$ cat config.mk
export PLATFORM = sky130hd
export DESIGN_NAME = ac_pulse_skip_modulator_flat
export DESIGN_NICKNAME = d
export VERILOG_FILES = /design/src/apsm_pkg.sv /design/src/apsm_intf.sv /design/src/ac_pulse_skip_modulator.sv /design/src/apsm_core.sv /design/src/flat_wrapper.sv
export VERILOG_INCLUDE_DIRS = /design/src /design/src/src
export SDC_FILE = /design/constraint.sdc
export NUM_CORES = 1
export LEC_CHECK = 0
export BUFFER_PORTS_ARGS = -buffer_cell sky130_fd_sc_hd__buf_2
export CELL_PAD_IN_SITES_DETAIL_PLACEMENT = 1
export CELL_PAD_IN_SITES_GLOBAL_PLACEMENT = 2
export CORE_MARGIN = 3
export CORE_UTILIZATION = 42
export CTS_BUF_LIST = sky130_fd_sc_hd__clkbuf_4 sky130_fd_sc_hd__clkbuf_8
export CTS_CLUSTER_SIZE = 16
export DETAILED_ROUTE_END_ITERATION = 10
export GPL_TIMING_DRIVEN = 1
export PLACE_DENSITY_LB_ADDON = 0.05
export SLEW_MARGIN = 0
export SYNTH_ARGS = -nofsm -noshare
export SYNTH_HDL_FRONTEND = slang
export SYNTH_SLANG_ARGS = --single-unit
$ cat constraint.sdc
create_clock -name i_clk -period 11.09 [get_ports i_clk]
set_clock_uncertainty 0.1 [all_clocks]
set_input_delay 0 -clock i_clk [delete_from_list [all_inputs] [get_ports i_clk]]
set_output_delay 0 -clock i_clk [all_outputs]
set_load 0.01 [all_outputs]
$ cat src/ac_pulse_skip_modulator_macros.svh
// assertion macros for the pulse-skip modulator
`ifndef AC_PULSE_SKIP_MODULATOR_MACROS_SVH
`define AC_PULSE_SKIP_MODULATOR_MACROS_SVH

// same-cycle implication, disabled in reset
`define APSM_ASSERT_SAME(lbl, clk, rst_n, ante, cons, msg) \
    lbl: assert property (@(posedge clk) disable iff (!(rst_n)) (ante) |-> (cons)) \
        else $error(msg);

// next-cycle implication, disabled in reset
`define APSM_ASSERT_NEXT(lbl, clk, rst_n, ante, cons, msg) \
    lbl: assert property (@(posedge clk) disable iff (!(rst_n)) (ante) |=> (cons)) \
        else $error(msg);

`endif

$ cat src/apsm_pkg.sv
// types, codes and reset values of the pulse-skip modulator
package apsm_pkg;

    localparam int FUNC_W  = 2;
    localparam int TIME_W  = 32;
    localparam int FS_W    = 16;
    localparam int DIV_W   = 8;
    localparam int CNT_W   = 32;
    localparam int GAP_W   = 8;
    localparam int REG_W   = 3;
    localparam int DATA_W  = 32;

    localparam logic [FS_W-1:0]  FULL_SCALE_RST = 16'd100;
    localparam logic [DIV_W-1:0] DIVIDER_RST    = 8'd1;

    typedef enum logic [FUNC_W-1:0] {
        FUNC_CROSS = 2'd0,
        FUNC_TIMER = 2'd1,
        FUNC_CLEAR = 2'd2
    } t_func;

    typedef enum logic [REG_W-1:0] {
        REG_FULL_SCALE = 3'd0,
        REG_LEVEL      = 3'd1,
        REG_DIVIDER    = 3'd2,
        REG_STOP_LIMIT = 3'd3,
        REG_MIN_GAP    = 3'd4
    } t_reg_idx;

    typedef struct packed {
        logic [FS_W-1:0]  full_scale;
        logic [FS_W-1:0]  level;
        logic [DIV_W-1:0] crossing_divider;
        logic [CNT_W-1:0] stop_limit;
        logic [GAP_W-1:0] min_gap_ms;
    } t_cfg;

    typedef struct packed {
        logic [FS_W-1:0]   accumulator;
        logic [DIV_W-1:0]  divide_count;
        logic [CNT_W-1:0]  fire_total;
        logic              skip_flag;
        logic [TIME_W-1:0] last_accept_ms;
        logic              drive_level;
    } t_state;

    typedef struct packed {
        logic [FUNC_W-1:0] func;
        logic [TIME_W-1:0] now_ms;
    } t_in_word;

    typedef struct packed {
        logic             drive;
        logic             accepted;
        logic [CNT_W-1:0] fired_count;
    } t_out_word;

endpackage

$ cat src/apsm_intf.sv
// handshake channels of the pulse-skip modulator
interface apsm_in_if;
    import apsm_pkg::*;
    logic              valid;
    logic              ready;
    logic [FUNC_W-1:0] func;
    logic [TIME_W-1:0] now_ms;
    modport source (output valid, output func, output now_ms, input ready);
    modport sink   (input valid, input func, input now_ms, output ready);
endinterface

interface apsm_out_if;
    import apsm_pkg::*;
    logic             valid;
    logic             ready;
    logic             drive;
    logic             accepted;
    logic [CNT_W-1:0] fired_count;
    modport source (output valid, output drive, output accepted, output fired_count,
                    input ready);
    modport sink   (input valid, input drive, input accepted, input fired_count,
                    output ready);
endinterface

interface apsm_cfg_if;
    import apsm_pkg::*;
    logic              valid;
    logic              ready;
    logic [REG_W-1:0]  index;
    logic [DATA_W-1:0] data;
    modport source (output valid, output index, output data, input ready);
    modport sink   (input valid, input index, input data, output ready);
endinterface

$ cat src/ac_pulse_skip_modulator.sv
// top level of the pulse-skip modulator
//
// channel   dir  handshake        word
// i_in      in   valid / ready    func, now_ms
// o_out     out  valid / ready    drive, accepted, fired_count
// i_cfg     in   valid / ready    index, data (always ready)
//
// one word per cycle sustained while results are taken
// the rate is set by the state update between input and result register
// reset: registers to defaults, state cleared, skip flag set, both stages empty
// a stalled result holds its register and the input register behind it;
// input ready drops only when both are full
`include "ac_pulse_skip_modulator_macros.svh"

module ac_pulse_skip_modulator (
    input  logic i_clk,
    input  logic i_rst_n,
    apsm_in_if.sink    i_in,
    apsm_out_if.source o_out,
    apsm_cfg_if.sink   i_cfg
);
    import apsm_pkg::*;

    logic      r_s1_valid;
    t_in_word  r_s1;
    logic      r_out_valid;
    t_out_word r_out;
    t_state    r_state;
    t_cfg      r_cfg;

    t_state    n_state;
    t_out_word n_out;
    t_cfg      n_cfg;
    t_in_word  in_word;
    logic      s1_adv;
    logic      in_fire;
    logic      cfg_fire;
    logic [FS_W-1:0] cfg_lo;

    assign s1_adv   = r_s1_valid && (!r_out_valid || o_out.ready);
    assign i_in.ready = !r_s1_valid || s1_adv;
    assign in_fire  = i_in.valid && i_in.ready;
    assign i_cfg.ready = 1'b1;
    assign cfg_fire = i_cfg.valid && i_cfg.ready;
    assign cfg_lo   = i_cfg.data[FS_W-1:0];

    assign in_word.func   = i_in.func;
    assign in_word.now_ms = i_in.now_ms;

    apsm_core u_core (
        .i_state  (r_state),
        .i_cfg    (r_cfg),
        .i_word   (r_s1),
        .o_state  (n_state),
        .o_result (n_out)
    );

    always_comb begin
        n_cfg = r_cfg;
        if (cfg_fire) begin
            unique case (t_reg_idx'(i_cfg.index))
                REG_FULL_SCALE: n_cfg.full_scale = cfg_lo;
                REG_LEVEL:      n_cfg.level = (cfg_lo < r_cfg.full_scale) ? cfg_lo
                                                                          : r_cfg.full_scale;
                REG_DIVIDER:    n_cfg.crossing_divider = i_cfg.data[DIV_W-1:0];
                REG_STOP_LIMIT: n_cfg.stop_limit = i_cfg.data[CNT_W-1:0];
                REG_MIN_GAP:    n_cfg.min_gap_ms = i_cfg.data[GAP_W-1:0];
                default: begin
                end
            endcase
        end
    end

    always_ff @(posedge i_clk) begin
        if (!i_rst_n) begin
            r_s1_valid  <= 1'b0;
            r_out_valid <= 1'b0;
            r_state     <= '{accumulator: '0, divide_count: '0, fire_total: '0,
                             skip_flag: 1'b1, last_accept_ms: '0, drive_level: 1'b0};
            r_cfg       <= '{full_scale: FULL_SCALE_RST, level: '0,
                             crossing_divider: DIVIDER_RST, stop_limit: '0,
                             min_gap_ms: '0};
        end else begin
            r_cfg <= n_cfg;
            if (i_in.ready) begin
                r_s1_valid <= i_in.valid;
            end
            if (s1_adv) begin
                r_out_valid <= 1'b1;
                r_state     <= n_state;
            end else if (o_out.ready) begin
                r_out_valid <= 1'b0;
            end
        end
    end

    always_ff @(posedge i_clk) begin
        if (in_fire) begin
            r_s1 <= in_word;
        end
        if (s1_adv) begin
            r_out <= n_out;
        end
    end

    assign o_out.valid       = r_out_valid;
    assign o_out.drive       = r_out.drive;
    assign o_out.accepted    = r_out.accepted;
    assign o_out.fired_count = r_out.fired_count;

    // result register mirrors the state left by its word
    `APSM_ASSERT_SAME(a_out_matches_state, i_clk, i_rst_n, r_out_valid, (r_out.fired_count == r_state.fire_total) && (r_out.drive == r_state.drive_level), "result word out of step with state")
    // state moves only with a processed word
    `APSM_ASSERT_NEXT(a_state_hold, i_clk, i_rst_n, !s1_adv, $stable(r_state), "state changed without a word")
    // level write saturates at full scale
    `APSM_ASSERT_NEXT(a_level_sat, i_clk, i_rst_n, cfg_fire && (i_cfg.index == REG_LEVEL), r_cfg.level <= r_cfg.full_scale, "level above full scale after write")
    // input stalls only with both stages full
    `APSM_ASSERT_SAME(a_ready_low, i_clk, i_rst_n, !i_in.ready, r_s1_valid && r_out_valid && !o_out.ready, "input stalled with room")

endmodule

$ cat src/apsm_core.sv
// event decode, gap filter, divider and accumulator decision
module apsm_core (
    input  apsm_pkg::t_state    i_state,
    input  apsm_pkg::t_cfg      i_cfg,
    input  apsm_pkg::t_in_word  i_word,
    output apsm_pkg::t_state    o_state,
    output apsm_pkg::t_out_word o_result
);
    import apsm_pkg::*;

    logic [FS_W:0]     sum;
    logic [FS_W:0]     fs_ext;
    logic [FS_W:0]     reduced;
    logic              ge;
    logic              over;
    logic [FS_W-1:0]   dec_acc;
    logic [CNT_W-1:0]  dec_fire;
    logic              dec_skip;
    logic [TIME_W-1:0] gap_lim;
    logic              reject;
    logic [DIV_W-1:0]  top;
    logic              accepted;

    assign sum      = {1'b0, i_state.accumulator} + {1'b0, i_cfg.level};
    assign fs_ext   = {1'b0, i_cfg.full_scale};
    assign ge       = sum >= fs_ext;
    assign reduced  = ge ? (sum - fs_ext) : sum;
    assign over     = reduced > fs_ext;
    assign dec_acc  = over ? '0 : reduced[FS_W-1:0];
    assign dec_fire = i_state.fire_total + CNT_W'(1);
    assign dec_skip = !ge || ((i_cfg.stop_limit != '0) && (dec_fire > i_cfg.stop_limit));

    assign gap_lim = i_word.now_ms - {{(TIME_W-GAP_W){1'b0}}, i_cfg.min_gap_ms};
    assign reject  = (i_cfg.min_gap_ms != '0) && (gap_lim < i_state.last_accept_ms)
                     && (i_word.now_ms >= i_state.last_accept_ms);
    assign top     = i_cfg.crossing_divider - DIV_W'(1);

    always_comb begin
        logic decide;
        decide   = 1'b0;
        o_state  = i_state;
        accepted = 1'b0;
        unique case (t_func'(i_word.func))
            FUNC_CROSS: begin
                if (!reject) begin
                    accepted               = 1'b1;
                    o_state.last_accept_ms = i_word.now_ms;
                    if (i_cfg.crossing_divider == '0) begin
                        o_state.divide_count = i_state.divide_count + DIV_W'(1);
                        decide               = 1'b1;
                    end else if (i_state.divide_count < top) begin
                        o_state.divide_count = i_state.divide_count + DIV_W'(1);
                    end else begin
                        o_state.divide_count = i_state.divide_count - top;
                        decide               = 1'b1;
                    end
                    if (decide) begin
                        o_state.accumulator = dec_acc;
                        o_state.skip_flag   = dec_skip;
                        if (ge) begin
                            o_state.fire_total = dec_fire;
                        end
                    end
                    o_state.drive_level = !o_state.skip_flag;
                end
            end
            FUNC_TIMER: begin
                o_state.drive_level = 1'b0;
            end
            FUNC_CLEAR: begin
                o_state.fire_total = '0;
            end
            default: begin
            end
        endcase
    end

    assign o_result.drive       = o_state.drive_level;
    assign o_result.accepted    = accepted;
    assign o_result.fired_count = o_state.fire_total;

endmodule

$ cat src/flat_wrapper.sv
// flat-port wrapper written by rule: the top's interface ports become plain ports
module ac_pulse_skip_modulator_flat import apsm_pkg::*;
  (i_clk, i_rst_n, i_in_valid, i_in_func, i_in_now_ms, i_in_ready, o_out_valid, o_out_drive, o_out_accepted, o_out_fired_count, o_out_ready, i_cfg_valid, i_cfg_index, i_cfg_data, i_cfg_ready);
  apsm_in_if i_in_i ();
  apsm_out_if o_out_i ();
  apsm_cfg_if i_cfg_i ();
  input  logic i_clk;
  input  logic i_rst_n;
  input wire logic [$bits(i_in_i.valid)-1:0] i_in_valid;
  input wire logic [$bits(i_in_i.func)-1:0] i_in_func;
  input wire logic [$bits(i_in_i.now_ms)-1:0] i_in_now_ms;
  output wire logic [$bits(i_in_i.ready)-1:0] i_in_ready;
  output wire logic [$bits(o_out_i.valid)-1:0] o_out_valid;
  output wire logic [$bits(o_out_i.drive)-1:0] o_out_drive;
  output wire logic [$bits(o_out_i.accepted)-1:0] o_out_accepted;
  output wire logic [$bits(o_out_i.fired_count)-1:0] o_out_fired_count;
  input wire logic [$bits(o_out_i.ready)-1:0] o_out_ready;
  input wire logic [$bits(i_cfg_i.valid)-1:0] i_cfg_valid;
  input wire logic [$bits(i_cfg_i.index)-1:0] i_cfg_index;
  input wire logic [$bits(i_cfg_i.data)-1:0] i_cfg_data;
  output wire logic [$bits(i_cfg_i.ready)-1:0] i_cfg_ready;
  assign i_in_i.valid = i_in_valid;
  assign i_in_i.func = i_in_func;
  assign i_in_i.now_ms = i_in_now_ms;
  assign i_in_ready = i_in_i.ready;
  assign o_out_valid = o_out_i.valid;
  assign o_out_drive = o_out_i.drive;
  assign o_out_accepted = o_out_i.accepted;
  assign o_out_fired_count = o_out_i.fired_count;
  assign o_out_i.ready = o_out_ready;
  assign i_cfg_i.valid = i_cfg_valid;
  assign i_cfg_i.index = i_cfg_index;
  assign i_cfg_i.data = i_cfg_data;
  assign i_cfg_ready = i_cfg_i.ready;
  ac_pulse_skip_modulator u_core (.i_clk(i_clk), .i_rst_n(i_rst_n), .i_in(i_in_i), .o_out(o_out_i), .i_cfg(i_cfg_i));
endmodule
==> impl_table.tex <==
\begin{tabular}{lr}
\hline
Metric & Value \\
\hline
\multicolumn{2}{l}{\textbf{Pwr}} \\
\quad Pleak & 7.77 nW \\
\quad Fraction of power spent switching nets & 0.294 \\
\quad Part of the power in registers & 0.394 \\
\quad Power density of the placed cells & 126 nW/um\^{}2 \\
\quad Fraction of power consumed by the clock network & 0.415 \\
\quad Combinational cell fraction of total power & 0.190 \\
\quad P\_int & $\sim$0.0017 W \\
\quad Maximum VDD drop & 0.0000973 V \\
\quad Overall power consumption & 0.00241 W \\
\quad NetSw & 0.000709 W \\
\multicolumn{2}{l}{\textbf{Clock tree}} \\
\quad CTS H-Tree Depth & 2 \\
\quad Count of clock tree sinks & 240 \\
\quad Clock latency at the later pin of the worst-skew pair & slightly above 0.6 ns \\
\quad Number of buffers between clock root and the deepest sink & 3 \\
\quad Number of clock buffers inserted by TritonCTS & between 40 and 50 \\
\quad Root Buffer & sky130\_fd\_sc\_hd\_\_clkbuf\_8 \\
\quad Clock transition at the registers of the reported paths & approximately 0.060 ns \\
\quad Postcts setup bufs & 0 \\
\quad Clock tree from TritonCTS & yes \\
\multicolumn{2}{l}{\textbf{Layout}} \\
\quad Final Non-Filler Cells & 2574 \\
\quad Area taken by flip-flops and latches & 5490 sq um \\
\quad Ratio of cells with drive above 1 in the final layout & 0.129 \\
\quad Diodes inserted & 0 \\
\quad Area overhead of the layout relative to synthesis & 20.0\% \\
\quad Area taken by multi-input logic gates & 9580 sq um \\
\quad Fill cells & 4413 \\
\quad Layout net count & roughly 2300 \\
\quad Final design instance area without fill & roughly 19000 sq um \\
\multicolumn{2}{l}{\textbf{Floorplanning}} \\
\quad Chip height & 200 um \\
\quad IO Count & $\sim$110 \\
\quad Die footprint & 40200 sq um \\
\quad Std-Cell Rows & 70 \\
\quad Initial cell density of the core & 0.430 \\
\quad Core Area & around 37000 sq um \\
\quad Die W & about 200 um \\
\multicolumn{2}{l}{\textbf{Critical path}} \\
\quad Delay contributed by the slowest stage of the critical path & 0.50 ns \\
\quad Launching element of the worst setup path & u\_core.r\_cfg[48] \\
\quad Reg2Reg Launch Point & u\_core.r\_cfg[48] \\
\quad Critical path class & flip-flop to flip-flop \\
\quad Library cell contributing the largest single delay on the critical path & sky130\_fd\_sc\_hd\_\_or4\_1 \\
\quad Maximum fanout count along the critical path & 28 \\
\quad Critical path startpoint category & flip-flop \\
\quad Crit. End Element & flip-flop \\
\quad Worst EP required & 11.53 ns \\
\quad Signal arrival time at the worst endpoint & 7.31 ns \\
\quad Minimum setup slack among reg-to-reg paths & 4.22 ns \\
\multicolumn{2}{l}{\textbf{Route}} \\
\quad Routed wire length per instance & 19.9 um \\
\quad Number of DRC markers after the initial detailed-route iteration & 615 \\
\quad Number of vias in the routed layout & approximately 14000 \\
\quad Via density & 5.59 \\
\quad WL final & 51300 um \\
\quad Total DRC errors in the routed layout & 0 \\
\quad Post-DRT Antenna Nets & 0 \\
\quad Number of optimization iterations in the first detailed-route pass & 5 \\
\multicolumn{2}{l}{\textbf{Synth}} \\
\quad Post-synth top flop & sky130\_fd\_sc\_hd\_\_dfxtp\_1 \\
\quad Cell type contributing the most total cell area after synthesis & sky130\_fd\_sc\_hd\_\_dfxtp\_1 \\
\quad Most common library cells after synthesis & sky130\_fd\_sc\_hd\_\_nand2\_1 (208), sky130\_fd\_sc\_hd\_\_ha\_1 (178), sky130\_fd\_sc\_hd\_\_dfxtp\_1 (172) \\
\quad Leading cell type by number of instances after synthesis & sky130\_fd\_sc\_hd\_\_nand2\_1 \\
\quad Yosys warns & 0 \\
\quad Nets in the synthesized netlist & 2084 \\
\quad Flip-flop and latch count after synthesis & 240 \\
\quad Post-synth EDFFs & 68 \\
\quad Number of standard cells after synthesis & 1828 \\
\quad Sequential-to-total area share from yosys stat & 0.345 \\
\quad Syn\_area\_per\_cell & 8.69 sq um \\
\quad Area share of the largest cell type after synthesis & 0.217 \\
\quad Proportion of synthesized flip-flops having asynchronous set or reset & 0 \\
\quad Library cells used by synthesis & 87 \\
\quad Top area cells in the synthesized netlist & sky130\_fd\_sc\_hd\_\_dfxtp\_1 (22\%), sky130\_fd\_sc\_hd\_\_ha\_1 (14\%), sky130\_fd\_sc\_hd\_\_edfxtp\_1 (13\%) \\
\quad Netlist Area Pre-Place & 15900 sq um \\
\multicolumn{2}{l}{\textbf{Global route}} \\
\quad Number of global-route vias before repair & 15200 \\
\quad Maximum number of pins on one net before global-route repair & 78 \\
\quad Tot GR Track Use & 0.251 \\
\quad Total grt overflow & 0 \\
\quad Number of antenna violations at the first check in global routing & 0 \\
\quad First-pass GRT wire length & slightly above 80000 um \\
\multicolumn{2}{l}{\textbf{STA}} \\
\quad Final Hold Fails & 0 \\
\quad Max transition margin & 0.200 \\
\quad Setup-violating endpoint count in the final report & 0 \\
\quad Post-route clock period utilization & 0.619 \\
\quad Worst hold slack & 0.0618 ns \\
\quad Final critical delay including setup and external delays & 6.87 ns \\
\quad Setup repair after global routing missed its margin & false \\
\quad Worst-margin pin slew & 1.20 ns \\
\quad Fmax & 0.146 GHz \\
\quad Setup TNS & 0 ns \\
\quad Final Max Tran Viols & 0 \\
\multicolumn{2}{l}{\textbf{Hold path}} \\
\quad Worst hold path class & input port to flip-flop \\
\quad Worst hold start & i\_cfg\_data[28] \\
\multicolumn{2}{l}{\textbf{Placed design}} \\
\quad Post-placement cell area & 16900 sq um \\
\quad PortBufs & roughly 110 \\
\quad Total placed cells including tap cells & 2375 \\
\quad Half-perimeter wire length after placement & 37000 um \\
\quad Weighted congestion reported at the end of routability-driven placement & around 0.85 \\
\multicolumn{2}{l}{\textbf{Outcome}} \\
\quad Run status & finished, final reports clean \\
\multicolumn{2}{l}{\textbf{Run}} \\
\quad Maximum Capacitance Violations & 0 \\
\hline
\end{tabular}
## worst max-delay path, delay by kind of cell (launching register included)
kind / cells / cell delay, ns
compound gates: 12 / 3.03
simple gates: 6 / 1.10
xor+xnor: 1 / 0.20
flops: 1 / 0.31
fa+ha+maj: 4 / 1.31
buf+inv: 1 / 0.35
mux: 1 / 0.40
## power by group through the flow
stage	logic [W]	clock network [W]	registers, W
2_1_floorplan	0.000290	0	0.000965
3_3_place_gp	0.000412	0	0.000969
3_5_place_dp	0.000422	0	0.000970
4_1_cts	0.000456	0.00103	0.000951
5_1_grt	0.000509	0.00107	0.000954
6_report	0.000459	0.00100	0.000951
## cells in the final DEF, fill, tap and decap left out, drive strengths merged, types with 38 or more instances in the layout
cell and n:
xnor2 61, nor2 149, nand2 208, inv 138, a21oi 149, a22o 43, dfxtp 172, nand3 51
dlygate4sd3 116, edfxtp 68, a21o 38, clkbuf 74, buf 124, ha 178, o21ai 58
## final cells by class
cell class                      instances  area share
Clock buffer                           74      0.0475
Inverter                              136      0.0269
Sequential cell                       240       0.288
Multi-Input combinational cell       1371       0.502
Timing Repair Buffer                  240      0.0955
Clock inverter                          9     0.00683
Tap cell                              504      0.0331
## through the flow
stage                     setup slack, ns   util
after floorplan                      4.89      -
after global placement               4.45  0.456
after detailed placement             4.31  0.456
after CTS                            4.25  0.516
after global routing                 3.70  0.516
final                                4.22  0.516
## flip-flops by register name (all words and copies together), names as in the netlist
signal,flops
u_core.r_state,90
u_core.o_out.accepted,1
u_core.o_out.drive,1
u_core.r_s1,34
u_core.r_s1_valid,1
u_core.o_out.fired_count,32
u_core.o_out.valid,1
u_core.r_cfg,80
## logic make-up (layout without fill, tap and decap cells)
logic type	after synthesis	count (layout)	share of synthesized area
fa+ha+maj	182	182	0.145
buf+inv	217	459	0.0534
other cells	1	1	0.000236
simple gates	588	588	0.178
xor+xnor	87	87	0.0480
flops	240	240	0.345
compound gates	478	478	0.207
mux	35	35	0.0227
## what timing repair did
action | CTS | global route
resized for setup | 0 | 0
hold buffers | 116 | 0
hold endpoints to repair | 127 | 0
## routing by layer
| layer | up-vias | GRT usage | share of wire |
|---|---|---|---|
| met3 | 77 | 0.0355 | 0.035 |
| met1 | 7023 | 0.333 | 0.47 |
| met4 | 0 | 0.0798 | 0.026 |
| li1 | 7069 | - | - |
| met5 | - | 0 | 0 |
| met2 | 224 | 0.423 | 0.47 |
## path summary, 6_finish.rpt
check,cells after the start,end
setup / recovery,25,u_core.r_state[74]
hold / removal,4,u_core.r_cfg[36]
setup reg to reg,25,u_core.r_state[74]
hold reg to reg,2,u_core.r_cfg[3]
No activity file was read; power rests on OpenSTA's default activity.
